<file path="src/rtl/crtcs_pkg.sv">
`default_nettype none

package crtcs_pkg;

  // Item operation codes.
  typedef logic [1:0] op_t;
  localparam op_t OP_READ  = 2'd0;
  localparam op_t OP_WRITE = 2'd1;
  localparam op_t OP_TICK  = 2'd2;

  typedef logic [2:0]  addr_t;
  typedef logic [7:0]  byte_t;
  typedef logic [15:0] cycles_t;

  // Bus register addresses with special meaning.
  localparam addr_t ADDR_INIT = 3'd0;
  localparam addr_t ADDR_CMD  = 3'd1;

  // Register file slots that hold interrupt and status.
  localparam int RF_INT    = 0;
  localparam int RF_STATUS = 1;

  // Status and interrupt bit positions.
  localparam int B_SPLIT2 = 0;
  localparam int B_READY  = 1;
  localparam int B_SPLIT1 = 2;
  localparam int B_LZERO  = 3;
  localparam int B_VBLANK = 4;
  localparam int B_RDFLAG = 5;

  // Mode flag bit positions.
  localparam int M_GFX  = 0;
  localparam int M_DISP = 1;
  localparam int M_CUR  = 2;
  localparam int M_NEXT = 3;

  // Command byte groups, selected by the top three bits.
  typedef logic [2:0] cmd_grp_t;
  localparam cmd_grp_t GRP_MODE = 3'b001;
  localparam cmd_grp_t GRP_ACK  = 3'b010;
  localparam cmd_grp_t GRP_IEN  = 3'b011;
  localparam cmd_grp_t GRP_IDIS = 3'b100;

  localparam byte_t CMD_RESET    = 8'h00;
  localparam logic [3:0] CMD_PTR_HI = 4'h1;

  // Commands that complete at the next vertical blank.
  localparam byte_t DCMD_A2 = 8'ha2;
  localparam byte_t DCMD_A4 = 8'ha4;
  localparam byte_t DCMD_A9 = 8'ha9;
  localparam byte_t DCMD_AA = 8'haa;
  localparam byte_t DCMD_AB = 8'hab;
  localparam byte_t DCMD_AC = 8'hac;
  localparam byte_t DCMD_AD = 8'had;
  localparam byte_t DCMD_BB = 8'hbb;
  localparam byte_t DCMD_BD = 8'hbd;

  // Configuration register indexes and reset values.
  typedef logic [1:0] cfg_idx_t;
  localparam cfg_idx_t CFG_ROW_PERIOD   = 2'd0;
  localparam cfg_idx_t CFG_LAST_ROW     = 2'd1;
  localparam cfg_idx_t CFG_STROBE_DELAY = 2'd2;

  localparam logic [15:0] ROW_PERIOD_RST   = 16'd4500;
  localparam logic [7:0]  LAST_ROW_RST     = 8'd36;
  localparam logic [15:0] STROBE_DELAY_RST = 16'd200;
  localparam logic [7:0]  ROW_COUNT_RST    = 8'd36;

  // True for command bytes that are held until vertical blank.
  function automatic logic is_delayed_cmd(input byte_t d);
    logic hit;
    case (d) inside
      DCMD_A2, DCMD_A4, DCMD_A9, DCMD_AA, DCMD_AB,
      DCMD_AC, DCMD_AD, DCMD_BB, DCMD_BD: hit = 1'b1;
      default: hit = 1'b0;
    endcase
    return hit;
  endfunction

endpackage

`default_nettype wire

</file>
<file path="src/rtl/crtcs_chan_if.sv">
`default_nettype none

// Request channel: one register access or tick per transaction.
interface crtcs_req_if;
  import crtcs_pkg::*;

  logic    valid;
  logic    ready;
  op_t     op;
  addr_t   addr;
  byte_t   wdata;
  cycles_t cycles;

  modport source (output valid, output op, output addr, output wdata, output cycles,
                  input ready);
  modport sink (input valid, input op, input addr, input wdata, input cycles,
                output ready);
endinterface

// Response channel: one result per request transaction.
interface crtcs_rsp_if;
  import crtcs_pkg::*;

  logic  valid;
  logic  ready;
  byte_t rdata;
  byte_t int_status;
  byte_t status;
  byte_t mask_changed;
  logic  row_strobe;
  logic  frame_start;
  logic  graphics_on;
  logic  display_on;
  logic  cursor_on;
  logic  next_field_sel;

  modport source (output valid, output rdata, output int_status, output status,
                  output mask_changed, output row_strobe, output frame_start,
                  output graphics_on, output display_on, output cursor_on,
                  output next_field_sel, input ready);
  modport sink (input valid, input rdata, input int_status, input status,
                input mask_changed, input row_strobe, input frame_start,
                input graphics_on, input display_on, input cursor_on,
                input next_field_sel, output ready);
endinterface

`default_nettype wire

</file>
<file path="src/rtl/crt_controller_command_status.sv">
// A result is registered and appears in the cycle after its request is accepted.
// Throughput: one transaction per cycle while not stalled; all state updates in a
// single pass of logic between the request handshake and the response register.
// A new request is taken whenever the response register is empty or being drained.
// Synchronous reset restores all state registers, timers and configuration defaults
// and leaves the response channel empty.
`default_nettype none

module crt_controller_command_status #(
  parameter int INIT_REG_COUNT = 15
) (
  input  wire logic        clk,
  input  wire logic        rst,
  crtcs_req_if.sink        req,
  crtcs_rsp_if.source      rsp,
  input  wire logic        psel,
  input  wire logic        penable,
  input  wire logic        pwrite,
  input  wire logic [3:0]  paddr,
  input  wire logic [31:0] pwdata,
  output logic      [31:0] prdata,
  output logic             pready
);
  import crtcs_pkg::*;

  localparam int PTR_W = $clog2(INIT_REG_COUNT);
  localparam logic [PTR_W-1:0] PTR_MAX = PTR_W'(INIT_REG_COUNT - 1);

  // Configuration registers.
  logic [15:0] row_period;
  logic [7:0]  last_row;
  logic [15:0] row_strobe_delay;

  // Block state.
  byte_t             init_regs [INIT_REG_COUNT];
  logic [PTR_W-1:0]  init_pointer;
  byte_t             reg_file [8];
  byte_t             int_mask;
  logic              command_pending;
  logic signed [31:0] row_timer;
  logic [7:0]        row_count;
  logic signed [17:0] strobe_timer;
  logic [3:0]        mode_flags;

  // Next-state values.
  byte_t             init_regs_next [INIT_REG_COUNT];
  logic [PTR_W-1:0]  init_pointer_next;
  byte_t             reg_file_next [8];
  byte_t             int_mask_next;
  logic              command_pending_next;
  logic signed [31:0] row_timer_next;
  logic [7:0]        row_count_next;
  logic signed [17:0] strobe_timer_next;
  logic [3:0]        mode_flags_next;

  // Per-item results and tick helpers.
  byte_t              rdata_next;
  logic               strobe_next;
  logic               frame_next;
  logic signed [32:0] timer_diff;
  logic signed [31:0] timer_sat;
  logic [8:0]         row_inc;
  logic               accept;
  logic               cfg_write;

  assign accept    = req.valid && req.ready;
  assign req.ready = !rsp.valid || rsp.ready;

  // APB configuration port.
  assign pready    = 1'b1;
  assign cfg_write = psel && penable && pwrite && pready;

  always_comb begin
    unique case (paddr[3:2])
      CFG_ROW_PERIOD:   prdata = {16'd0, row_period};
      CFG_LAST_ROW:     prdata = {24'd0, last_row};
      CFG_STROBE_DELAY: prdata = {16'd0, row_strobe_delay};
      default:          prdata = 32'd0;
    endcase
  end

  always_ff @(posedge clk) begin
    if (rst) begin
      row_period       <= ROW_PERIOD_RST;
      last_row         <= LAST_ROW_RST;
      row_strobe_delay <= STROBE_DELAY_RST;
    end else if (cfg_write) begin
      unique case (paddr[3:2])
        CFG_ROW_PERIOD:   row_period       <= pwdata[15:0];
        CFG_LAST_ROW:     last_row         <= pwdata[7:0];
        CFG_STROBE_DELAY: row_strobe_delay <= pwdata[15:0];
        default: ;
      endcase
    end
  end

  // Row timer step with saturation at the signed minimum.
  assign timer_diff = $signed({row_timer[31], row_timer}) - $signed({17'd0, req.cycles});
  assign timer_sat  = (timer_diff[32] && !timer_diff[31]) ? {1'b1, 31'd0} : timer_diff[31:0];
  assign row_inc    = {1'b0, row_count} + 9'd1;

  // Single-pass item processing.
  always_comb begin
    init_regs_next       = init_regs;
    init_pointer_next    = init_pointer;
    reg_file_next        = reg_file;
    int_mask_next        = int_mask;
    command_pending_next = command_pending;
    row_timer_next       = row_timer;
    row_count_next       = row_count;
    strobe_timer_next    = strobe_timer;
    mode_flags_next      = mode_flags;
    rdata_next           = 8'd0;
    strobe_next          = 1'b0;
    frame_next           = 1'b0;

    case (req.op)
      OP_READ: begin
        rdata_next = reg_file[req.addr];
      end
      OP_WRITE: begin
        if (req.addr == ADDR_INIT) begin
          // Init register data write; the pointer stops at the last entry.
          init_regs_next[init_pointer] = req.wdata;
          init_pointer_next = (init_pointer >= PTR_MAX) ? PTR_MAX : init_pointer + 1'b1;
        end else if (req.addr == ADDR_CMD) begin
          if (req.wdata == CMD_RESET) begin
            for (int i = 0; i < INIT_REG_COUNT; i++) begin
              init_regs_next[i] = 8'd0;
            end
            init_pointer_next        = '0;
            reg_file_next[RF_INT]    = 8'd0;
            reg_file_next[RF_STATUS] = 8'd0;
            reg_file_next[RF_STATUS][B_RDFLAG] = 1'b1;
            command_pending_next     = 1'b0;
            row_timer_next           = '0;
            mode_flags_next[M_GFX]   = 1'b0;
            mode_flags_next[M_DISP]  = 1'b0;
          end else if (is_delayed_cmd(req.wdata)) begin
            command_pending_next = 1'b1;
            reg_file_next[RF_STATUS][B_RDFLAG] = 1'b0;
          end else if (req.wdata[7:4] == CMD_PTR_HI) begin
            // Pointer load, clamped to the last init register.
            init_pointer_next = (PTR_W'(req.wdata[3:0]) > PTR_MAX) ? PTR_MAX
                                                                   : PTR_W'(req.wdata[3:0]);
          end else begin
            case (req.wdata[7:5])
              GRP_MODE: begin
                if (req.wdata[1]) mode_flags_next[M_GFX] = req.wdata[0];
                if (req.wdata[4]) mode_flags_next[M_CUR] = req.wdata[0];
                if (req.wdata[3]) begin
                  mode_flags_next[M_DISP] = req.wdata[0];
                  mode_flags_next[M_NEXT] = req.wdata[2];
                end
              end
              GRP_ACK: begin
                reg_file_next[RF_INT]    = reg_file[RF_INT] & ~{3'd0, req.wdata[4:0]};
                reg_file_next[RF_STATUS] = reg_file[RF_STATUS] & ~{3'd0, req.wdata[4:0]};
              end
              GRP_IEN:  int_mask_next = int_mask | {3'd0, req.wdata[4:0]};
              GRP_IDIS: int_mask_next = int_mask & ~{3'd0, req.wdata[4:0]};
              default: ;
            endcase
          end
        end else begin
          reg_file_next[req.addr] = req.wdata;
        end
      end
      OP_TICK: begin
        row_timer_next = timer_sat;
        // Row event: only with the vertical blank interrupt enabled.
        if (timer_sat <= 32'sd0 && int_mask[B_VBLANK]) begin
          row_timer_next = timer_sat + $signed({16'd0, row_period});
          reg_file_next[RF_STATUS][B_LZERO] = 1'b1;
          if (row_inc == {1'b0, init_regs[12]}) begin
            reg_file_next[RF_STATUS][B_SPLIT1] = 1'b1;
            if (int_mask[B_SPLIT1]) reg_file_next[RF_INT][B_SPLIT1] = 1'b1;
          end else if (row_inc == {1'b0, init_regs[13]}) begin
            reg_file_next[RF_STATUS][B_SPLIT2] = 1'b1;
            if (int_mask[B_SPLIT2]) reg_file_next[RF_INT][B_SPLIT2] = 1'b1;
          end
          strobe_timer_next = $signed({2'd0, row_strobe_delay});
          if (row_inc > {1'b0, last_row}) begin
            // Vertical blank starts; a pending command completes here.
            frame_next = 1'b1;
            reg_file_next[RF_STATUS][B_VBLANK] = 1'b1;
            reg_file_next[RF_INT][B_VBLANK]    = 1'b1;
            if (command_pending) begin
              command_pending_next = 1'b0;
              reg_file_next[RF_STATUS][B_RDFLAG] = 1'b1;
              reg_file_next[RF_STATUS][B_READY]  = 1'b1;
              reg_file_next[RF_INT][B_READY]     = 1'b1;
            end
            row_count_next = 8'd0;
          end else begin
            row_count_next = row_inc[7:0];
          end
        end
        // Strobe countdown.
        if (strobe_timer_next > 18'sd0) begin
          strobe_timer_next = strobe_timer_next - $signed({2'd0, req.cycles});
          if (strobe_timer_next <= 18'sd0) strobe_next = 1'b1;
        end
      end
      default: ;
    endcase
  end

  // State registers, updated once per accepted transaction.
  always_ff @(posedge clk) begin
    if (rst) begin
      for (int i = 0; i < INIT_REG_COUNT; i++) begin
        init_regs[i] <= 8'd0;
      end
      for (int i = 0; i < 8; i++) begin
        reg_file[i] <= 8'd0;
      end
      reg_file[RF_STATUS][B_RDFLAG] <= 1'b1;
      init_pointer    <= '0;
      int_mask        <= 8'd0;
      command_pending <= 1'b0;
      row_timer       <= '0;
      row_count       <= ROW_COUNT_RST;
      strobe_timer    <= '0;
      mode_flags      <= 4'd0;
    end else if (accept) begin
      init_regs       <= init_regs_next;
      reg_file        <= reg_file_next;
      init_pointer    <= init_pointer_next;
      int_mask        <= int_mask_next;
      command_pending <= command_pending_next;
      row_timer       <= row_timer_next;
      row_count       <= row_count_next;
      strobe_timer    <= strobe_timer_next;
      mode_flags      <= mode_flags_next;
    end
  end

  // Response register.
  always_ff @(posedge clk) begin
    if (rst) begin
      rsp.valid <= 1'b0;
    end else if (accept) begin
      rsp.valid <= 1'b1;
    end else if (rsp.ready) begin
      rsp.valid <= 1'b0;
    end
  end

  always_ff @(posedge clk) begin
    if (accept) begin
      rsp.rdata          <= rdata_next;
      rsp.int_status     <= reg_file_next[RF_INT];
      rsp.status         <= reg_file_next[RF_STATUS];
      rsp.mask_changed   <= int_mask ^ int_mask_next;
      rsp.row_strobe     <= strobe_next;
      rsp.frame_start    <= frame_next;
      rsp.graphics_on    <= mode_flags_next[M_GFX];
      rsp.display_on     <= mode_flags_next[M_DISP];
      rsp.cursor_on      <= mode_flags_next[M_CUR];
      rsp.next_field_sel <= mode_flags_next[M_NEXT];
    end
  end

  // The init pointer never runs past the last init register.
  a_ptr_range: assert property (@(posedge clk) disable iff (rst)
    init_pointer <= PTR_MAX)
    else $error("init pointer out of range");

  // A held result always matches the live interrupt and status registers.
  a_rsp_matches_state: assert property (@(posedge clk) disable iff (rst)
    rsp.valid |-> (rsp.int_status == reg_file[RF_INT] &&
                   rsp.status == reg_file[RF_STATUS]))
    else $error("response status differs from register state");

  // A frame start leaves the row counter wrapped to zero.
  a_frame_wraps: assert property (@(posedge clk) disable iff (rst)
    (rsp.valid && rsp.frame_start) |-> (row_count == 8'd0))
    else $error("frame start without row counter wrap");

  // A row strobe means the strobe timer has run out.
  a_strobe_expired: assert property (@(posedge clk) disable iff (rst)
    (rsp.valid && rsp.row_strobe) |-> (strobe_timer <= 18'sd0))
    else $error("row strobe with strobe timer still running");

  // The reset command leaves status holding only the B_RDFLAG bit.
  a_soft_reset: assert property (@(posedge clk) disable iff (rst)
    (accept && req.op == OP_WRITE && req.addr == ADDR_CMD && req.wdata == CMD_RESET)
      |=> (reg_file[RF_STATUS] == 8'h20 && init_pointer == '0 && !command_pending))
    else $error("reset command did not clear state");

endmodule

`default_nettype wire

</file>
<file path="src/flat_wrapper.sv">
// flat-port wrapper written by rule: the top's interface ports become plain ports
module crt_controller_command_status_flat import crtcs_pkg::*;
#(
  parameter int INIT_REG_COUNT = 15
)
  (clk, rst, psel, penable, pwrite, paddr, pwdata, prdata, pready, req_valid, req_op, req_addr, req_wdata, req_cycles, req_ready, rsp_valid, rsp_rdata, rsp_int_status, rsp_status, rsp_mask_changed, rsp_row_strobe, rsp_frame_start, rsp_graphics_on, rsp_display_on, rsp_cursor_on, rsp_next_field_sel, rsp_ready);
  crtcs_req_if req_i ();
  crtcs_rsp_if rsp_i ();
  input  wire logic clk;
  input  wire logic rst;
  input  wire logic psel;
  input  wire logic penable;
  input  wire logic pwrite;
  input  wire logic [3:0] paddr;
  input  wire logic [31:0] pwdata;
  output logic      [31:0] prdata;
  output logic pready;
  input wire logic [$bits(req_i.valid)-1:0] req_valid;
  input wire logic [$bits(req_i.op)-1:0] req_op;
  input wire logic [$bits(req_i.addr)-1:0] req_addr;
  input wire logic [$bits(req_i.wdata)-1:0] req_wdata;
  input wire logic [$bits(req_i.cycles)-1:0] req_cycles;
  output wire logic [$bits(req_i.ready)-1:0] req_ready;
  output wire logic [$bits(rsp_i.valid)-1:0] rsp_valid;
  output wire logic [$bits(rsp_i.rdata)-1:0] rsp_rdata;
  output wire logic [$bits(rsp_i.int_status)-1:0] rsp_int_status;
  output wire logic [$bits(rsp_i.status)-1:0] rsp_status;
  output wire logic [$bits(rsp_i.mask_changed)-1:0] rsp_mask_changed;
  output wire logic [$bits(rsp_i.row_strobe)-1:0] rsp_row_strobe;
  output wire logic [$bits(rsp_i.frame_start)-1:0] rsp_frame_start;
  output wire logic [$bits(rsp_i.graphics_on)-1:0] rsp_graphics_on;
  output wire logic [$bits(rsp_i.display_on)-1:0] rsp_display_on;
  output wire logic [$bits(rsp_i.cursor_on)-1:0] rsp_cursor_on;
  output wire logic [$bits(rsp_i.next_field_sel)-1:0] rsp_next_field_sel;
  input wire logic [$bits(rsp_i.ready)-1:0] rsp_ready;
  assign req_i.valid = req_valid;
  assign req_i.op = req_op;
  assign req_i.addr = req_addr;
  assign req_i.wdata = req_wdata;
  assign req_i.cycles = req_cycles;
  assign req_ready = req_i.ready;
  assign rsp_valid = rsp_i.valid;
  assign rsp_rdata = rsp_i.rdata;
  assign rsp_int_status = rsp_i.int_status;
  assign rsp_status = rsp_i.status;
  assign rsp_mask_changed = rsp_i.mask_changed;
  assign rsp_row_strobe = rsp_i.row_strobe;
  assign rsp_frame_start = rsp_i.frame_start;
  assign rsp_graphics_on = rsp_i.graphics_on;
  assign rsp_display_on = rsp_i.display_on;
  assign rsp_cursor_on = rsp_i.cursor_on;
  assign rsp_next_field_sel = rsp_i.next_field_sel;
  assign rsp_i.ready = rsp_ready;
  crt_controller_command_status #(.INIT_REG_COUNT(INIT_REG_COUNT)) u_core (.clk(clk), .rst(rst), .req(req_i), .rsp(rsp_i), .psel(psel), .penable(penable), .pwrite(pwrite), .paddr(paddr), .pwdata(pwdata), .prdata(prdata), .pready(pready));
endmodule
</file>
<file path="config.mk">
export PLATFORM = sky130hd
export DESIGN_NAME = crt_controller_command_status_flat
export DESIGN_NICKNAME = d
export VERILOG_FILES = /design/src/rtl/crtcs_pkg.sv /design/src/rtl/crtcs_chan_if.sv /design/src/rtl/crt_controller_command_status.sv /design/src/flat_wrapper.sv
export SDC_FILE = /design/constraint.sdc
export NUM_CORES = 1
export LEC_CHECK = 0
export BUFFER_PORTS_ARGS = -buffer_cell sky130_fd_sc_hd__buf_4
export CAP_MARGIN = 30
export CORE_MARGIN = 2
export CORE_UTILIZATION = 65
export DETAILED_ROUTE_END_ITERATION = 6
export PLACE_DENSITY = 0.86
export SLEW_MARGIN = 40
export SYNTH_ARGS = -nofsm -noshare
export SYNTH_HDL_FRONTEND = slang
export SYNTH_SLANG_ARGS = --single-unit
export TNS_END_PERCENT = 10
</file>
<file path="constraint.sdc">
create_clock -name clk -period 23.5 [get_ports clk]
set_input_delay 5.875 -clock clk [delete_from_list [all_inputs] [get_ports clk]]
set_output_delay 5.875 -clock clk [all_outputs]
set_load 0.05 [all_outputs]
</file>
==> results of run 1 <==
==> stage by stage <==
stage                     util (%)  hold WS [ps]  std cells
after floorplan                  -         425.0       1796
after global placement       69.77         438.7       2072
after detailed placement     69.81         445.9       2072
after CTS                    73.44         455.1       2116
after global routing         73.50         476.1       2116
final                        73.50         454.8       2116
==> power breakdown <==
group	total (mW)	leakage, nW	switching (mW)	internal (mW)
Combinational	0.477	4.46	0.300	0.177
Clock	0.378	0.392	0.157	0.221
Sequential	0.423	1.91	0.0143	0.409
==> final cells by class <==
| type | count | area, um2 |
|---|---|---|
| multi-input cells | 1392 | 8885 |
| fillers | 1702 | 5784 |
| flip-flops and latches | 228 | 4915 |
| repair buffers | 119 | 897.1 |
| clock buffers | 40 | 762.0 |
| well taps | 280 | 350.3 |
| inverters | 53 | 198.9 |
| clock inverters | 4 | 31.28 |
==> placed cells by master (no fill, tap or decap), types with 7 or more instances in the layout <==
cell type,count
a211o_1,7
a211oi_1,19
a21o_1,17
a21oi_1,126
a22o_1,19
a22oi_1,26
a31oi_1,11
a32o_1,7
and2_1,32
and3_1,24
buf_4,118
clkbuf_1,7
clkbuf_16,25
clkbuf_8,8
conb_1,20
dfxtp_1,193
edfxtp_1,35
ha_1,64
inv_1,51
mux2_2,8
mux2i_1,86
nand2_1,248
nand2b_1,17
nand3_1,52
nand4_1,20
nand4b_1,7
nor2_1,145
nor2b_1,18
nor3_1,37
nor4_1,19
o211ai_1,20
o21a_1,24
o21ai_0,95
or2_2,8
or3_1,16
xnor2_1,41
xor2_1,32
==> cell usage after synthesis (18+ instances only) <==
cell,count,area (um2)
buf_4,21,157.7
a211oi_1,19,142.6
o21a_1,24,180.2
nor4_1,19,118.9
nand4_1,20,125.1
a22o_1,19,166.4
nor2b_1,18,112.6
edfxtp_1,35,1051
xor2_1,32,280.3
and3_1,24,150.1
a22oi_1,26,195.2
clkbuf_1,83,311.6
mux2i_1,86,860.8
nand2_1,249,934.7
ha_1,64,800.8
dfxtp_1,193,3864
inv_1,53,198.9
xnor2_1,41,359.1
nor2_1,147,551.8
nand3_1,52,260.3
o211ai_1,20,150.1
and2_1,32,200.2
o21ai_0,95,475.5
nor3_1,37,185.2
a21oi_1,127,635.6
==> routing by layer <==
layer / wire length, um / up-vias
met4: 1674 / 0
met3: 3796 / 124
li1: - / 6463
met5: 0 / -
met1: 17460 / 6499
met2: 18980 / 750
==> worst paths after layout <==
path                  startpoint               endpoint  slack, ps  depth (start not counted)
min          u_core.reg_file[15]    u_core.reg_file[15]        450                          2
min reg2reg  u_core.reg_file[15]    u_core.reg_file[15]        450                          2
max                req_cycles[2]  u_core.rsp.row_strobe      10080                         27
max reg2reg  u_core.row_timer[0]  u_core.rsp.row_strobe      15210                         26
==> flip-flops by register name (all words and copies together) (netlist names) <==
name	cells
u_core.reg_file	64
u_core.row_timer	32
u_core.strobe_timer	18
u_core.init_regs	16
u_core.row_period	16
u_core.row_strobe_delay	16
u_core.last_row	8
u_core.row_count	8
u_core.rsp.int_status	8
u_core.rsp.rdata	8
u_core.rsp.status	8
u_core.int_mask	5
u_core.rsp.mask_changed	5
u_core.init_pointer	4
u_core.mode_flags	4
u_core.command_pending	1
u_core.rsp.cursor_on	1
u_core.rsp.display_on	1
u_core.rsp.frame_start	1
u_core.rsp.graphics_on	1
u_core.rsp.next_field_sel	1
u_core.rsp.row_strobe	1
u_core.rsp.valid	1
==> worst max-delay path: cells and delay by family <==
family	cells	cell delay (ps)
compound gates	10	2750
xor+xnor	2	320
fa+ha+maj	2	530
buf+inv	3	700
simple gates	10	3620
==> cell families (layout without fill, tap and decap cells) <==
kind of cell	Yosys count	after routing	synth area share (%)
and+or+nand+nor	682	682	22.68
DFF	228	228	33.92
AOI/OAI and AO/OA	454	454	20.77
buffers and inverters	176	216	5.354
other	2	20	0.05183
adders and majority gates	67	67	5.941
muxes	96	96	6.873
xor gates and xnor gates	73	73	4.412
==> out/results.ini, run 1 <==
[global_route]
track_usage_pct = 34.38
grtUsageMet3_pct = 4.366
grt_max_degree = 96
grt_busiest_layer = met2
first_global_vias = 13120
grt_pass1_wl_um = 66930
grt_remaining_overflow = 0
antenna_found_initial = 0
grt_use_met1_pct = 46.66
grt_util_met2_pct = 56.02

[power_and_ir_drop]
p_per_area_nw_per_um2 = 79.70
ir_drop_mv = 0.06323
power.leakage_nw = 6.767
p_total_mw = 1.278

[sta]
skew_ps = 10.06
rsz0062_at_grt = no
setup_viol = 0
setup_ws_ps = 10080
tightest_slew_ps = 888.1
hold_viol = 0
clock.fmax_mhz = 74.54
period_share_pct = 57.09
timing.setup.tns_ps = 0
min_period_ps = 13420
maxSlewViolCount = 0
maxSlewHeadroom_pct = 40.57

[synthesis]
avgSynthCellArea_um2 = 8.150
syn_inst = 1778
synth_area_um2 = 14490
synth_enable_flop_cells = 35
yosysSeqAreaShare_pct = 33.92
ys_seq_elements = 228
synth_cell_types = 85
synthFlopType = dfxtp_1
yosysWarnings = 0
async_flop_share_pct = 0

[cts]
insertion_delay_ps = 520
postCtsResizedCells = 0
postCtsHoldBufs = 0
post_cts_buffers = 0
clk_path_buf_depth = 3
cts_root_buffer = clkbuf_16
htreeDepth = 1
cts_tree = done
cts_made_buffers = 24
cts_num_sinks = 228
clkTransAtPathRegs_ps = 60

[worst_setup_path]
worstPathRequired_ps = 23890
worst_path_most_repeated_cell = nand2_1
max_stage_delay_ps = 670
start_kind = input port
arrival_ps = 13810
crit_path_end_kind = flip-flop
worst-path-max-fanout = 28
crit_type = in -> reg
crit_slowest_cell = or4_1

[run]
maxCapViolCount = 0

[min_path]
min_path_type = reg -> reg

[route]
dr_total_vias = 13840
drt-initial-drc-count = 1435
firstDrtPassIters = 7
avgViaCountPerCell = 6.539
drc = 1
wirelength_um = 41910
wl_per_cell_um = 19.81
detail-route-antenna-nets = 0

[placement]
postPlaceCellArea_um2 = 15230
hpwl_um = 30000
place_congestion = 0.9696
port_buffers = 106
pre_cts_slack_ps = 9835

[cells_and_area]
num_antenna_cells = 0
fin_area_um2 = 16040
final_nets = 1957
drive_gt1_share_pct = 10.62
area_growth_pct = 10.69

[status]
status = complete, but fails checks
violations = design-rule violations

[floorplanning]
start_util_pct = 66.40
dieWidth_um = 153.3
dieArea_um2 = 23500
die_h_um = 153.3
num_rows = 54
pin_count = 145
core-area_um2 = 21820

No activity file was read; power rests on OpenSTA's default activity.
==> run 2: changes to the inputs <==
--- a/config.mk
+++ b/config.mk
@@ -8,9 +8,9 @@
 export BUFFER_PORTS_ARGS = -buffer_cell sky130_fd_sc_hd__buf_4
 export CAP_MARGIN = 30
 export CORE_MARGIN = 2
-export CORE_UTILIZATION = 65
+export CORE_UTILIZATION = 55
 export DETAILED_ROUTE_END_ITERATION = 6
-export PLACE_DENSITY = 0.86
+export PLACE_DENSITY = 0.77
 export SLEW_MARGIN = 40
 export SYNTH_ARGS = -nofsm -noshare
 export SYNTH_HDL_FRONTEND = slang
==> constraint.sdc (replaced) <==
create_clock -name clk -period 11.8 [get_ports clk]
set_input_delay 2.95 -clock clk [delete_from_list [all_inputs] [get_ports clk]]
set_output_delay 2.95 -clock clk [all_outputs]
set_load 0.05 [all_outputs]
==> run 2 against run 1 <==
Net effect:
- the run now ends clean
- power increased by 110%
- hold slack improved by 3.1 ps
- sequential cell count unchanged
- sequential power increased by 99%
- first-iteration DRC count decreased by 3.8%
- wire length increased by 1.4%
- final cell count increased by 2.9%
- count of clock-buffer cells in the layout decreased by 9
- critical endpoint unchanged
- largest power group unchanged
==> out/results.ini, run 2 (synthesis gave the netlist of run 1 again) <==
[cts]
postCtsResizedCells = 0
clkTransAtPathRegs_ps = 60
postCtsHoldBufs = 0
clk_path_buf_depth = 3
cts_tree = done
cts_root_buffer = clkbuf_16
post_cts_buffers = 0
insertion_delay_ps = 550
cts_made_buffers = 26
cts_num_sinks = 228
htreeDepth = 1

[worst_setup_path]
start_kind = input port
crit_type = in -> reg
worst-path-max-fanout = 17
worstPathRequired_ps = 12210
arrival_ps = 10190
crit_path_end_kind = flip-flop

[placement]
port_buffers = 106
hpwl_um = 30400
place_congestion = 0.9448
dp.cells = 2129

[sta]
timing.setup.tns_ps = 0
fin_hold_ws_ps = 457.9
hold_viol = 0
clock.fmax_mhz = 102.2
skew_ps = 21.37
maxSlewHeadroom_pct = 43.78
min_period_ps = 9788
tightest_slew_ps = 838.9
rsz0062_at_grt = no
setup_viol = 0
maxSlewViolCount = 0
period_share_pct = 82.95

[cells_and_area]
area_growth_pct = 12.64
mostFrequentLayoutCell = nand2_1
reg.largest.list = u_core.reg_file (64), u_core.row_timer (32), u_core.strobe_timer (18)
final_cells = 2177
drive_gt1_share_pct = 11.24
largest_register_ff_count = 64
largest-register = u_core.reg_file
final_nets = 1961
regArea_um2 = 4915
multi_input_area_um2 = 8896
fillers = 2262
post-route-util_pct = 62.81
num_antenna_cells = 0
final_cell_mix = 248 x nand2_1, 193 x dfxtp_1, 144 x nor2_1, 126 x a21oi_1, 121 x buf_4

[floorplanning]
die_h_um = 166.3
pin_count = 145
num_rows = 59
dieArea_um2 = 27660
core-area_um2 = 25980
dieWidth_um = 166.3
start_util_pct = 55.76

[route]
drt-initial-drc-count = 1380
firstDrtPassIters = 5
wirelength_um = 42480
wl_per_cell_um = 19.51
avgViaCountPerCell = 6.256
drc = 0
detail-route-antenna-nets = 0
dr_total_vias = 13620

[min_path]
min_path_type = reg -> reg

[global_route]
grt_max_degree = 70
first_global_vias = 12720
track_usage_pct = 29.60
antenna_found_initial = 0
grt_remaining_overflow = 0
grt_pass1_wl_um = 67790

[run]
maxCapViolCount = 0

[status]
status = completed

[power_and_ir_drop]
p_per_area_nw_per_um2 = 165.7
p_total_mw = 2.705
power.leakage_nw = 6.860
ir_drop_mv = 0.1311

run 2: changes by cell type in the layout (fill, tap and decap cells not counted), sizes merged:
cell,previous run,this run
buf,119,121
bufinv,0,7
clkbuf,40,31
clkinv,5,6
clkinvlp,0,3
inv,52,54
run 2: routing by layer:
layer | share of wire (%) | wire, um | vias to the layer above | global-route usage [%]
met3 | 7.7 | 3269 | 91 | 3.337
met5 | 0 | 0 | - | 0
met2 | 46 | 19530 | 611 | 48.37
met1 | 43 | 18420 | 6443 | 41.17
li1 | - | - | 6474 | -
met4 | 3.0 | 1266 | 0 | 9.370
run 2: final timing paths:
kind                       start  slack [ps]  depth (start not counted)                    end
max                req_cycles[2]        2010                         27  u_core.rsp.row_strobe
min          u_core.reg_file[15]         460                          2    u_core.reg_file[15]
max reg2reg  u_core.row_timer[0]        4340                         27  u_core.rsp.row_strobe
min reg2reg  u_core.reg_file[15]         460                          2    u_core.reg_file[15]
run 2: through the flow:
step	instance area [um2]	worst slack, ps
floorplan	14560	2516
global placement	15320	1840
detailed placement	15320	1700
CTS	16310	2198
global route	16320	1742
finish	16320	2012
run 2: worst max-delay path: stages:
cell	delay (ps)
buf_4	100
inv_1	150
ha_1	310
nor2b_1	180
o31a_1	290
o21a_1	240
or4_1	670
a2111oi_2	450
xor2_1	180
nor4b_1	480
and4_4	450
nor2_4	130
mux2i_1	170
ha_1	180
inv_1	50
fa_1	430
a211oi_1	310
o21ai_0	170
nand2_1	90
o21ai_0	130
a21o_1	220
a21oi_1	230
o21ai_0	190
xor2_1	200
or4_1	550
a2111oi_1	430
o2111a_1	220
run 2: report_power, final:
group / internal [mW] / switching, mW
registers: 0.815 / 0.0280
logic: 0.353 / 0.593
clock network: 0.574 / 0.342
total: 1.74 / 0.963
run 2: layout make-up:
type	instances	area share, %
Multi-Input combinational cell	1392	54.50
Sequential cell	228	30.11
Timing Repair Buffer	121	5.565
Clock buffer	31	4.224
Tap cell	335	2.568
Clock inverter	17	1.809
Inverter	53	1.219
